`config.mk`:
```
export PLATFORM = sky130hd
export DESIGN_NAME = sprite_blitter_rle_clip_unit
export DESIGN_NICKNAME = d
export VERILOG_FILES = /design/src/sv/sbrc_pkg.sv /design/src/sv/sbrc_decode.sv /design/src/sv/sbrc_addr.sv /design/src/sv/sprite_blitter_rle_clip_unit.sv
export SDC_FILE = /design/constraint.sdc
export NUM_CORES = 1
export LEC_CHECK = 0
export ABC_CLOCK_PERIOD_IN_PS = 14800
export BUFFER_PORTS_ARGS = -buffer_cell sky130_fd_sc_hd__buf_2
export CAP_MARGIN = 0
export CORE_UTILIZATION = 30
export DETAILED_ROUTE_END_ITERATION = 16
export SETUP_SLACK_MARGIN = 0.1
export SLEW_MARGIN = 10
export SYNTH_ARGS = -nofsm -noshare
export SYNTH_HDL_FRONTEND = slang
export SYNTH_HIERARCHICAL = 1
export SYNTH_SLANG_ARGS = --single-unit
```
`constraint.sdc`:
```
create_clock -name clock -period 14.8 [get_ports clock]
set_input_delay 2.22 -clock clock [delete_from_list [all_inputs] [get_ports clock]]
set_output_delay 2.22 -clock clock [all_outputs]
set_load 0.1 [all_outputs]
```
`src/sv/sbrc_pkg.sv`:
```
// Shared types and constants for the sprite blitter with run-length decode and clipping.
// No dependencies; used by every module of the block.
package sbrc_pkg;

   localparam int unsigned CSR_INDEX_BITS = 3;
   localparam int unsigned CLIP_BITS      = 11;
   localparam int unsigned SIZE_BITS      = 11;
   localparam int unsigned COUNT_BITS     = 10;

   // Configuration register indexes
   localparam logic [CSR_INDEX_BITS-1:0] REG_CLIP_LEFT   = 3'd0;
   localparam logic [CSR_INDEX_BITS-1:0] REG_CLIP_TOP    = 3'd1;
   localparam logic [CSR_INDEX_BITS-1:0] REG_CLIP_RIGHT  = 3'd2;
   localparam logic [CSR_INDEX_BITS-1:0] REG_CLIP_BOTTOM = 3'd3;
   localparam logic [CSR_INDEX_BITS-1:0] REG_LINE_PITCH  = 3'd4;

   localparam logic [CLIP_BITS-1:0] CLIP_LEFT_RESET   = 11'd0;
   localparam logic [CLIP_BITS-1:0] CLIP_TOP_RESET    = 11'd0;
   localparam logic [CLIP_BITS-1:0] CLIP_RIGHT_RESET  = 11'd640;
   localparam logic [CLIP_BITS-1:0] CLIP_BOTTOM_RESET = 11'd480;
   localparam logic [CLIP_BITS-1:0] LINE_PITCH_RESET  = 11'd640;

   localparam logic [SIZE_BITS-1:0] MAX_SIZE = 11'd1024;

   // Run-length command bytes
   localparam logic [7:0] CMD_END = 8'hFF;
   localparam logic [7:0] CMD_ROW = 8'hC9;

   typedef enum logic [1:0] {
      PH_CMD   = 2'd0,
      PH_COUNT = 2'd1,
      PH_PIXEL = 2'd2
   } phase_type;

   typedef struct packed {
      logic [CLIP_BITS-1:0] left;
      logic [CLIP_BITS-1:0] top;
      logic [CLIP_BITS-1:0] right;
      logic [CLIP_BITS-1:0] bottom;
   } clip_type;

   // One decoded result on its way to the address stage
   typedef struct packed {
      logic                 done;
      logic                 pixel_valid;
      logic [CLIP_BITS-1:0] x;
      logic [CLIP_BITS-1:0] y;
      logic [7:0]           value;
   } pix_type;

   function automatic logic [SIZE_BITS-1:0] size_clamp(input logic [SIZE_BITS-1:0] s);
      logic [SIZE_BITS-1:0] r;
      r = s;
      if (s == '0) r = SIZE_BITS'(1);
      else if (s > MAX_SIZE) r = MAX_SIZE;
      return r;
   endfunction

endpackage

```
`src/sv/sbrc_decode.sv`:
```
// Sprite byte decoder: raw walk and run-length decode, cursor tracking and clip test.
// Holds the sprite state and a registered result slot. Depends on sbrc_pkg.
module sbrc_decode #(
   parameter int COORD_BITS = 12
) (
   input  logic                                 clock,
   input  logic                                 reset,
   input  logic                                 accept,
   input  logic                                 start_req,
   input  logic                                 mode,
   input  logic                                 flip,
   input  logic [COORD_BITS-1:0]                origin_x,
   input  logic [COORD_BITS-1:0]                origin_y,
   input  logic [sbrc_pkg::SIZE_BITS-1:0]       sprite_width,
   input  logic [sbrc_pkg::SIZE_BITS-1:0]       sprite_height,
   input  logic [7:0]                           data_byte,
   input  sbrc_pkg::clip_type                   clip,
   input  logic                                 out_ready,
   output logic                                 out_valid,
   output sbrc_pkg::pix_type                    out_pix
);

   localparam int CUR  = COORD_BITS + 1;
   localparam int WIDE = CUR + 11;
   localparam int SB   = sbrc_pkg::SIZE_BITS;
   localparam int CB   = sbrc_pkg::COUNT_BITS;
   localparam logic signed [WIDE-1:0] CUR_HI = WIDE'((64'sd1 <<< (CUR - 1)) - 64'sd1);
   localparam logic signed [WIDE-1:0] CUR_LO = -CUR_HI - WIDE'(1);

   function automatic logic signed [WIDE-1:0] sx(input logic [CUR-1:0] v);
      return {{(WIDE-CUR){v[CUR-1]}}, v};
   endfunction

   function automatic logic signed [WIDE-1:0] zx(input logic [sbrc_pkg::CLIP_BITS-1:0] v);
      return {{(WIDE-sbrc_pkg::CLIP_BITS){1'b0}}, v};
   endfunction

   function automatic logic [CUR-1:0] sat(input logic signed [WIDE-1:0] v);
      logic signed [WIDE-1:0] r;
      r = v;
      if (v > CUR_HI) r = CUR_HI;
      else if (v < CUR_LO) r = CUR_LO;
      return r[CUR-1:0];
   endfunction

   logic                    busy_ff, busy_in;
   logic                    mode_ff, mode_in;
   logic                    mirror_ff, mirror_in;
   logic [SB-1:0]           width_ff, width_in;
   logic [SB-1:0]           height_ff, height_in;
   logic [CUR-1:0]          rs_ff, rs_in;
   logic [CUR-1:0]          cx_ff, cx_in;
   logic [CUR-1:0]          cy_ff, cy_in;
   sbrc_pkg::phase_type     phase_ff, phase_in;
   logic [7:0]              run_ff, run_in;
   logic [CB-1:0]           col_ff, col_in;
   logic [CB-1:0]           row_ff, row_in;
   logic                    out_valid_ff, out_valid_in;
   sbrc_pkg::pix_type       out_pix_ff, out_pix_in;

   // State as seen by the byte, after a start overlay
   logic                    e_busy, e_mode, e_mirror;
   logic [SB-1:0]           e_width, e_height;
   logic [CUR-1:0]          e_rs, e_cx, e_cy;
   sbrc_pkg::phase_type     e_phase;
   logic [7:0]              e_run;
   logic [CB-1:0]           e_col, e_row;

   logic signed [WIDE-1:0]  x_w, y_w, dir_w, row_start_w;
   logic                    in_clip;
   logic [SB-1:0]           col1, row1;
   logic                    raw_last;
   logic                    res_valid;
   sbrc_pkg::pix_type       res_pix;

   always_comb begin
      e_busy   = busy_ff;
      e_mode   = mode_ff;
      e_mirror = mirror_ff;
      e_width  = width_ff;
      e_height = height_ff;
      e_rs     = rs_ff;
      e_cx     = cx_ff;
      e_cy     = cy_ff;
      e_phase  = phase_ff;
      e_run    = run_ff;
      e_col    = col_ff;
      e_row    = row_ff;
      row_start_w = {{(WIDE-COORD_BITS){origin_x[COORD_BITS-1]}}, origin_x};
      if (flip) begin
         row_start_w = row_start_w
            + {{(WIDE-SB){1'b0}}, sbrc_pkg::size_clamp(sprite_width)} - WIDE'(1);
      end
      if (start_req) begin
         e_busy   = 1'b1;
         e_mode   = mode;
         e_mirror = flip;
         e_width  = sbrc_pkg::size_clamp(sprite_width);
         e_height = sbrc_pkg::size_clamp(sprite_height);
         e_rs     = sat(row_start_w);
         e_cx     = sat(row_start_w);
         e_cy     = {origin_y[COORD_BITS-1], origin_y};
         e_phase  = sbrc_pkg::PH_CMD;
         e_run    = '0;
         e_col    = '0;
         e_row    = '0;
      end
   end

   assign x_w   = sx(e_cx);
   assign y_w   = sx(e_cy);
   assign dir_w = e_mirror ? -WIDE'(1) : WIDE'(1);
   assign in_clip = (x_w >= zx(clip.left)) && (x_w < zx(clip.right))
                 && (y_w >= zx(clip.top)) && (y_w < zx(clip.bottom));
   assign col1 = {1'b0, e_col} + SB'(1);
   assign row1 = {1'b0, e_row} + SB'(1);
   assign raw_last = (col1 >= e_width) && (row1 >= e_height);

   always_comb begin
      busy_in   = busy_ff;
      mode_in   = mode_ff;
      mirror_in = mirror_ff;
      width_in  = width_ff;
      height_in = height_ff;
      rs_in     = rs_ff;
      cx_in     = cx_ff;
      cy_in     = cy_ff;
      phase_in  = phase_ff;
      run_in    = run_ff;
      col_in    = col_ff;
      row_in    = row_ff;
      res_valid = 1'b0;
      res_pix   = '0;
      if (accept) begin
         busy_in   = e_busy;
         mode_in   = e_mode;
         mirror_in = e_mirror;
         width_in  = e_width;
         height_in = e_height;
         rs_in     = e_rs;
         cx_in     = e_cx;
         cy_in     = e_cy;
         phase_in  = e_phase;
         run_in    = e_run;
         col_in    = e_col;
         row_in    = e_row;
         if (e_busy && !e_mode) begin
            // raw pixel walk
            if (col1 < e_width) begin
               col_in = CB'(col1);
               cx_in  = sat(x_w + dir_w);
            end else begin
               col_in = '0;
               if (!raw_last) row_in = CB'(row1);
               cx_in  = e_rs;
               cy_in  = sat(y_w + WIDE'(1));
            end
            if (raw_last) busy_in = 1'b0;
            res_pix.done = raw_last;
            if (data_byte != 8'd0 && in_clip) begin
               res_pix.pixel_valid = 1'b1;
               res_pix.x     = x_w[sbrc_pkg::CLIP_BITS-1:0];
               res_pix.y     = y_w[sbrc_pkg::CLIP_BITS-1:0];
               res_pix.value = data_byte;
            end
            res_valid = res_pix.pixel_valid || raw_last;
         end else if (e_busy) begin
            case (e_phase)
               sbrc_pkg::PH_CMD: begin
                  if (data_byte == sbrc_pkg::CMD_END) begin
                     busy_in      = 1'b0;
                     res_pix.done = 1'b1;
                     res_valid    = 1'b1;
                  end else if (data_byte == sbrc_pkg::CMD_ROW) begin
                     cy_in = sat(y_w + WIDE'(1));
                     cx_in = e_rs;
                  end else begin
                     if (e_mirror) cx_in = sat(x_w - {{(WIDE-8){1'b0}}, data_byte});
                     else          cx_in = sat(x_w + {{(WIDE-8){1'b0}}, data_byte});
                     phase_in = sbrc_pkg::PH_COUNT;
                  end
               end
               sbrc_pkg::PH_COUNT: begin
                  run_in   = data_byte;
                  phase_in = (data_byte != 8'd0) ? sbrc_pkg::PH_PIXEL : sbrc_pkg::PH_CMD;
               end
               sbrc_pkg::PH_PIXEL: begin
                  cx_in  = sat(x_w + dir_w);
                  run_in = e_run - 8'd1;
                  if (e_run == 8'd1) phase_in = sbrc_pkg::PH_CMD;
                  if (in_clip) begin
                     res_valid           = 1'b1;
                     res_pix.pixel_valid = 1'b1;
                     res_pix.x     = x_w[sbrc_pkg::CLIP_BITS-1:0];
                     res_pix.y     = y_w[sbrc_pkg::CLIP_BITS-1:0];
                     res_pix.value = data_byte;
                  end
               end
               default: begin
                  phase_in = sbrc_pkg::PH_CMD;
               end
            endcase
         end
      end
   end

   always_comb begin
      out_pix_in   = out_pix_ff;
      out_valid_in = out_valid_ff;
      if (accept) begin
         out_valid_in = res_valid;
         out_pix_in   = res_pix;
      end else if (out_ready) begin
         out_valid_in = 1'b0;
      end
   end

   always_ff @(posedge clock) begin
      if (reset) begin
         busy_ff      <= 1'b0;
         mode_ff      <= 1'b0;
         mirror_ff    <= 1'b0;
         width_ff     <= SB'(1);
         height_ff    <= SB'(1);
         rs_ff        <= '0;
         cx_ff        <= '0;
         cy_ff        <= '0;
         phase_ff     <= sbrc_pkg::PH_CMD;
         run_ff       <= '0;
         col_ff       <= '0;
         row_ff       <= '0;
         out_valid_ff <= 1'b0;
      end else begin
         busy_ff      <= busy_in;
         mode_ff      <= mode_in;
         mirror_ff    <= mirror_in;
         width_ff     <= width_in;
         height_ff    <= height_in;
         rs_ff        <= rs_in;
         cx_ff        <= cx_in;
         cy_ff        <= cy_in;
         phase_ff     <= phase_in;
         run_ff       <= run_in;
         col_ff       <= col_in;
         row_ff       <= row_in;
         out_valid_ff <= out_valid_in;
      end
   end

   always_ff @(posedge clock) begin
      out_pix_ff <= out_pix_in;
   end

   assign out_valid = out_valid_ff;
   assign out_pix   = out_pix_ff;

   // Raw sprites never touch the run-length phase, so idle always means command phase
   a_idle_phase: assert property (@(posedge clock) disable iff (reset)
      !busy_ff |-> phase_ff == sbrc_pkg::PH_CMD)
      else $error("decoder idle outside command phase");

   a_col_range: assert property (@(posedge clock) disable iff (reset)
      busy_ff && !mode_ff |-> {1'b0, col_ff} < width_ff)
      else $error("raw column ran past sprite width");

   a_empty_is_done: assert property (@(posedge clock) disable iff (reset)
      out_valid_ff && !out_pix_ff.pixel_valid |-> out_pix_ff.done
         && out_pix_ff.x == '0 && out_pix_ff.y == '0 && out_pix_ff.value == '0)
      else $error("result without pixel is not a clean sprite end");

endmodule

```
`src/sv/sbrc_addr.sv`:
```
// Address stage: frame address = row * line pitch + column, into the result register.
// Takes decoded pixels from sbrc_decode. Depends on sbrc_pkg.
module sbrc_addr #(
   parameter int ADDR_BITS = 22
) (
   input  logic                                 clock,
   input  logic                                 reset,
   input  logic                                 in_valid,
   output logic                                 in_ready,
   input  sbrc_pkg::pix_type                    in_pix,
   input  logic [sbrc_pkg::CLIP_BITS-1:0]       line_pitch,
   output logic                                 out_valid,
   input  logic                                 out_ready,
   output sbrc_pkg::pix_type                    out_pix,
   output logic [ADDR_BITS-1:0]                 out_address
);

   localparam int CB       = sbrc_pkg::CLIP_BITS;
   localparam int SUM_BITS = (ADDR_BITS > 2 * CB + 1) ? ADDR_BITS : 2 * CB + 1;

   logic                  valid_ff, valid_in;
   sbrc_pkg::pix_type     pix_ff, pix_in;
   logic [ADDR_BITS-1:0]  addr_ff, addr_in;
   logic [2*CB-1:0]       product;
   logic [SUM_BITS-1:0]   sum;
   logic                  take;

   assign in_ready = !valid_ff || out_ready;
   assign take     = in_valid && in_ready;
   assign product  = in_pix.y * line_pitch;
   assign sum      = SUM_BITS'(product) + SUM_BITS'(in_pix.x);

   always_comb begin
      valid_in = valid_ff;
      pix_in   = pix_ff;
      addr_in  = addr_ff;
      if (take) begin
         valid_in = 1'b1;
         pix_in   = in_pix;
         addr_in  = sum[ADDR_BITS-1:0];
      end else if (out_ready) begin
         valid_in = 1'b0;
      end
   end

   always_ff @(posedge clock) begin
      if (reset) valid_ff <= 1'b0;
      else       valid_ff <= valid_in;
   end

   always_ff @(posedge clock) begin
      pix_ff  <= pix_in;
      addr_ff <= addr_in;
   end

   assign out_valid   = valid_ff;
   assign out_pix     = pix_ff;
   assign out_address = addr_ff;

   a_no_pixel_addr: assert property (@(posedge clock) disable iff (reset)
      valid_ff && !pix_ff.pixel_valid |-> addr_ff == '0)
      else $error("address set on a result without pixel");

   a_load_from_input: assert property (@(posedge clock) disable iff (reset)
      take |=> valid_ff && pix_ff == $past(in_pix))
      else $error("address stage lost a transaction");

endmodule

```
`src/sv/sprite_blitter_rle_clip_unit.sv`:
```
// Sprite blitter, raw or run-length coded, with exact per-pixel clipping. One sprite
// byte is taken per clock and never stalls the input unless the result side holds two
// results back; a pixel passes from its byte to the result port through one
// register for cursor update and clip test, one for the row * pitch multiply and add.
// A byte with the start flag in tuser begins a sprite and is itself the first data byte.
// Depends on sbrc_pkg, sbrc_decode and sbrc_addr.
module sprite_blitter_rle_clip_unit #(
   parameter int COORD_BITS = 12,
   parameter int ADDR_BITS  = 22
) (
   input  logic clock,
   input  logic reset,
   // flip, origin_x, origin_y, sprite_width, sprite_height, data_byte (low bit up)
   input  logic [((2 * COORD_BITS + 31 + 7) / 8) * 8 - 1:0] req_tdata,
   // start_req, mode (low bit up)
   input  logic [1:0]                                      req_tuser,
   input  logic                                            req_tvalid,
   output logic                                            req_tready,
   // pixel_x, pixel_y, pixel_address, pixel_value (low bit up)
   output logic [((ADDR_BITS + 30 + 7) / 8) * 8 - 1:0]     rsp_tdata,
   // pixel_valid
   output logic                                            rsp_tuser,
   // sprite_done
   output logic                                            rsp_tlast,
   output logic                                            rsp_tvalid,
   input  logic                                            rsp_tready,
   input  logic                                            csr_valid,
   output logic                                            csr_ready,
   input  logic [sbrc_pkg::CSR_INDEX_BITS-1:0]             csr_index,
   input  logic [sbrc_pkg::CLIP_BITS-1:0]                  csr_data
);

   localparam int CB        = sbrc_pkg::CLIP_BITS;
   localparam int SB        = sbrc_pkg::SIZE_BITS;
   localparam int OUT_BITS  = ((ADDR_BITS + 30 + 7) / 8) * 8;
   localparam int OUT_USED  = ADDR_BITS + 30;
   localparam int OX_LO     = 1;
   localparam int OY_LO     = OX_LO + COORD_BITS;
   localparam int W_LO      = OY_LO + COORD_BITS;
   localparam int H_LO      = W_LO + SB;
   localparam int B_LO      = H_LO + SB;

   sbrc_pkg::clip_type    clip_ff, clip_in;
   logic [CB-1:0]         pitch_ff, pitch_in;
   logic                  csr_take;
   logic                  req_take;
   logic                  dec_valid;
   logic                  addr_ready;
   sbrc_pkg::pix_type     dec_pix;
   sbrc_pkg::pix_type     rsp_pix;
   logic [ADDR_BITS-1:0]  rsp_address;

   assign csr_ready = 1'b1;
   assign csr_take  = csr_valid && csr_ready;

   always_comb begin
      clip_in  = clip_ff;
      pitch_in = pitch_ff;
      if (csr_take) begin
         case (csr_index)
            sbrc_pkg::REG_CLIP_LEFT:   clip_in.left   = csr_data;
            sbrc_pkg::REG_CLIP_TOP:    clip_in.top    = csr_data;
            sbrc_pkg::REG_CLIP_RIGHT:  clip_in.right  = csr_data;
            sbrc_pkg::REG_CLIP_BOTTOM: clip_in.bottom = csr_data;
            sbrc_pkg::REG_LINE_PITCH:  pitch_in       = csr_data;
            default: begin
            end
         endcase
      end
   end

   always_ff @(posedge clock) begin
      if (reset) begin
         clip_ff.left   <= sbrc_pkg::CLIP_LEFT_RESET;
         clip_ff.top    <= sbrc_pkg::CLIP_TOP_RESET;
         clip_ff.right  <= sbrc_pkg::CLIP_RIGHT_RESET;
         clip_ff.bottom <= sbrc_pkg::CLIP_BOTTOM_RESET;
         pitch_ff       <= sbrc_pkg::LINE_PITCH_RESET;
      end else begin
         clip_ff  <= clip_in;
         pitch_ff <= pitch_in;
      end
   end

   // Decoder slot is free when empty or draining into the address stage
   assign req_tready = !dec_valid || addr_ready;
   assign req_take   = req_tvalid && req_tready;

   sbrc_decode #(
      .COORD_BITS (COORD_BITS)
   ) u_decode (
      .clock         (clock),
      .reset         (reset),
      .accept        (req_take),
      .start_req     (req_tuser[0]),
      .mode          (req_tuser[1]),
      .flip          (req_tdata[0]),
      .origin_x      (req_tdata[OX_LO +: COORD_BITS]),
      .origin_y      (req_tdata[OY_LO +: COORD_BITS]),
      .sprite_width  (req_tdata[W_LO +: SB]),
      .sprite_height (req_tdata[H_LO +: SB]),
      .data_byte     (req_tdata[B_LO +: 8]),
      .clip          (clip_ff),
      .out_ready     (addr_ready),
      .out_valid     (dec_valid),
      .out_pix       (dec_pix)
   );

   sbrc_addr #(
      .ADDR_BITS (ADDR_BITS)
   ) u_addr (
      .clock       (clock),
      .reset       (reset),
      .in_valid    (dec_valid),
      .in_ready    (addr_ready),
      .in_pix      (dec_pix),
      .line_pitch  (pitch_ff),
      .out_valid   (rsp_tvalid),
      .out_ready   (rsp_tready),
      .out_pix     (rsp_pix),
      .out_address (rsp_address)
   );

   assign rsp_tdata = {{(OUT_BITS - OUT_USED){1'b0}},
                       rsp_pix.value, rsp_address, rsp_pix.y, rsp_pix.x};
   assign rsp_tuser = rsp_pix.pixel_valid;
   assign rsp_tlast = rsp_pix.done;

endmodule

```
==> flow_summary.ini <==
[critical_path]
cp-end-kind = flop
cpMostUsedCell = a21oi_1
path_class = input pin to flop
reg2reg_slack_ns = 9.25
required_ns = 15.33
r2r-start = u_decode/col_ff[0]$_SDFFE_PP0P_
setup.worst_path.start = req_tdata[35]
start_kind = input pin
slowest_stage = a21oi_1
cp_max_fo = 13
cp.arrival_ns = 9.30
r2r_cells = 14
rr_endpoint = u_decode/row_ff[9]$_SDFFE_PP0P_
slowest_delay_ns = 0.91

[placement]
dpl_worst_slack_ns = 5.53
io_buffers = 131
gp_congestion = 0.932
dpl_cell_area_mm2 = 0.0217
hpwl_mm = 43.4

[power_and_ir_drop]
fin_total_pwr_uw = 2220
p_leak_uw = 0.00993
ir_drop_mv = 0.104
cellPowerDensity_mw_per_mm2 = 97.5

[cells_and_area]
areaGrowthSynthToFinish_pct = 12.4
finish.utilization = 0.344
fin_nets = 2826
stdcell_area_mm2 = 0.0228
drive_gt1_frac = 0.101

[synthesis]
synth_edf_count = 86
netlist_area_mm2 = 0.0203
syn_area_per_cell_um2 = 8.45
synth_warnings = 6
ys_seq_elements = 237
ys_types = 100
ys_async_sr_fraction = 0
ys_seq_area_frac = 0.276
ys.flop_type = dfxtp_1
syn_inst = 2403

[sta]
worst_pin_slew_ns = 1.19
period_needed_ns = 8.77
fin_ws_ns = 6.03
max_clock_freq_mhz = 114
finalHoldViolations = 0
slew_headroom = 0.201
finalSetupTns_ns = 0
rsz0062_at_grt = no
finalSetupViolCount = 0
skew_ns = 0.0279
finalCritPeriodShare = 0.593
timing.final.max_slew_violations = 0

[clocking]
clkLatencyLatePin_ns = 0.60
cts_sinks = 237
cts_tree = built
post_cts_buffers = 0
hold_buffers = 0
htreeDepth = 1
ctsRootBufferMaster = clkbuf_16
clock_path_buffers = 3
cts-resized-gates = 0
numCtsBuffers = 31
path_clk_slew_ns = 0.06

[route]
highest_layer = met4
wl_per_cell_um = 17.3
drc = 0
post_drt_via_cell_ratio = 5.12
routed_wl_mm = 58.3
vias = 17200
drt_iter0_markers = 1462
dr_wl_met3_mm = 3.74
dr.pass1.iters = 6
wl_met1_mm = 25.9
wl_met2_mm = 27.1
antenna_left = 0

[grt]
grt_max_degree = 79
grt_pass1_vias = 16500
antenna_found_initial = 2
grt_overflow = 0
track_usage = 0.168
grt_pass1_wl_mm = 92.1

[flow_run]
cap_violations = 0

[floorplan]
coreArea_mm2 = 0.0663
die_area_mm2 = 0.0687
ios = 138
fp-row-count = 94
fp.dieW_um = 262
start_util = 0.306
die_h_um = 262

[hold_path]
hp-class = flop to flop
min_from = u_decode/out_pix[0]$_DFFE_PP_
min_path_cells = 0
min_delay_worst_endpoint = u_addr/out_pix[0]$_DFFE_PP_

[outcome]
status = finished, final reports clean
[cells in the mapped netlist (21+ instances only)]
library cell / count / area share
buf_2: 21 / 0.0052
mux2i_1: 93 / 0.046
edfxtp_1: 86 / 0.13
ha_1: 184 / 0.11
o211ai_1: 21 / 0.0078
o21ai_0: 94 / 0.023
nor3_1: 32 / 0.0079
a211oi_1: 23 / 0.0085
nand3_1: 43 / 0.011
nand2b_1: 69 / 0.021
nor2b_1: 39 / 0.012
nor2_1: 212 / 0.039
fa_1: 95 / 0.094
clkbuf_1: 79 / 0.015
dfxtp_1: 151 / 0.15
xnor2_1: 39 / 0.017
inv_1: 279 / 0.052
and2_1: 59 / 0.018
nand2_1: 227 / 0.042
a21o_1: 36 / 0.013
a21oi_1: 178 / 0.044
a22oi_1: 31 / 0.011
[layout make-up]
cell class | instances | area [µm²]
Fill cell | 6995 | 43500
Multi-Input combinational cell | 1766 | 13100
Sequential cell | 237 | 5610
Tap cell | 864 | 1080
Inverter | 282 | 1060
Clock buffer | 36 | 847
Timing Repair Buffer | 152 | 818
Clock inverter | 22 | 273
Antenna cell | 2 | 5.00
[power breakdown]
group          internal [µW]  switching (µW)  leakage, µW  total, µW
registers                707            23.6      0.00205        731
logic                    232             433      0.00734        665
clock network            501             327     0.000543        827
total                   1440             784      0.00993       2220
[kinds of logic (layout without fill, tap and decap cells)]
kind of cell / Yosys count / count (layout) / share of synthesized area
buffers and inverters: 403 / 492 / 0.0784
AOI/OAI and AO/OA: 550 / 550 / 0.178
adders and majority gates: 279 / 279 / 0.207
xor gates and xnor gates: 56 / 56 / 0.0242
and+or+nand+nor: 779 / 779 / 0.188
other: 2 / 7 / 0.000370
muxes: 97 / 97 / 0.0481
DFF: 237 / 237 / 0.276
[flip-flops by register name, indices dropped and copies added, names as in the netlist, 11 cells and up]
name and flops:
u_decode/out_pix 32, u_addr/out_address 22, clip_ff 44, pitch_ff 11, u_decode/rs_ff 13, u_decode/cy_ff 13
u_decode/width_ff 11, u_decode/cx_ff 13, u_addr/out_pix 32, u_decode/height_ff 11
[worst max-delay path, delay by kind of cell]
kind	cells	cell delay (ns)
and+or+nand+nor	4	0.66
AOI/OAI and AO/OA	14	4.68
buffers and inverters	3	0.29
adders and majority gates	4	1.46
[worst max-delay path by stage]
stage	cells past startpoint	endpoint
floorplan	25	u_decode/cx_ff[8]$_SDFFE_PP0P_
global placement	25	u_decode/cx_ff[6]$_SDFFE_PP0P_
detailed placement	25	u_decode/cx_ff[6]$_SDFFE_PP0P_
CTS	25	u_decode/cx_ff[6]$_SDFFE_PP0P_
global route	24	u_decode/cx_ff[8]$_SDFFE_PP0P_
finish	25	u_decode/cx_ff[6]$_SDFFE_PP0P_
[layout by cell type (no fill, tap or decap), types with 31 or more instances in the layout]
cell type,instances
nor2b_1,39
buf_2,129
nand2_1,227
nand3_1,43
o21ai_0,93
mux2i_1,93
nand2b_1,69
xnor2_1,39
nor3_1,32
nor2_1,211
edfxtp_1,86
ha_1,184
a21o_1,36
fa_1,95
inv_1,279
clkbuf_16,33
a22oi_1,31
a21oi_1,178
dfxtp_1,151
and2_1,57
[metrics by stage]
stage	instances	hold slack (ns)
after floorplan	2406	0.400
after global placement	3301	0.404
after detailed placement	3301	0.407
after CTS	3359	0.409
after global routing	3361	0.412
final	3361	0.411
[metal layers]
layer | vias to the layer above | GRT usage
met2 | 528 | 0.277
met3 | 92 | 0.0295
met5 | - | 0.0104
met1 | 8152 | 0.224
met4 | 0 | 0.0477
li1 | 8432 | -
No activity file was read; power rests on OpenSTA's default activity.
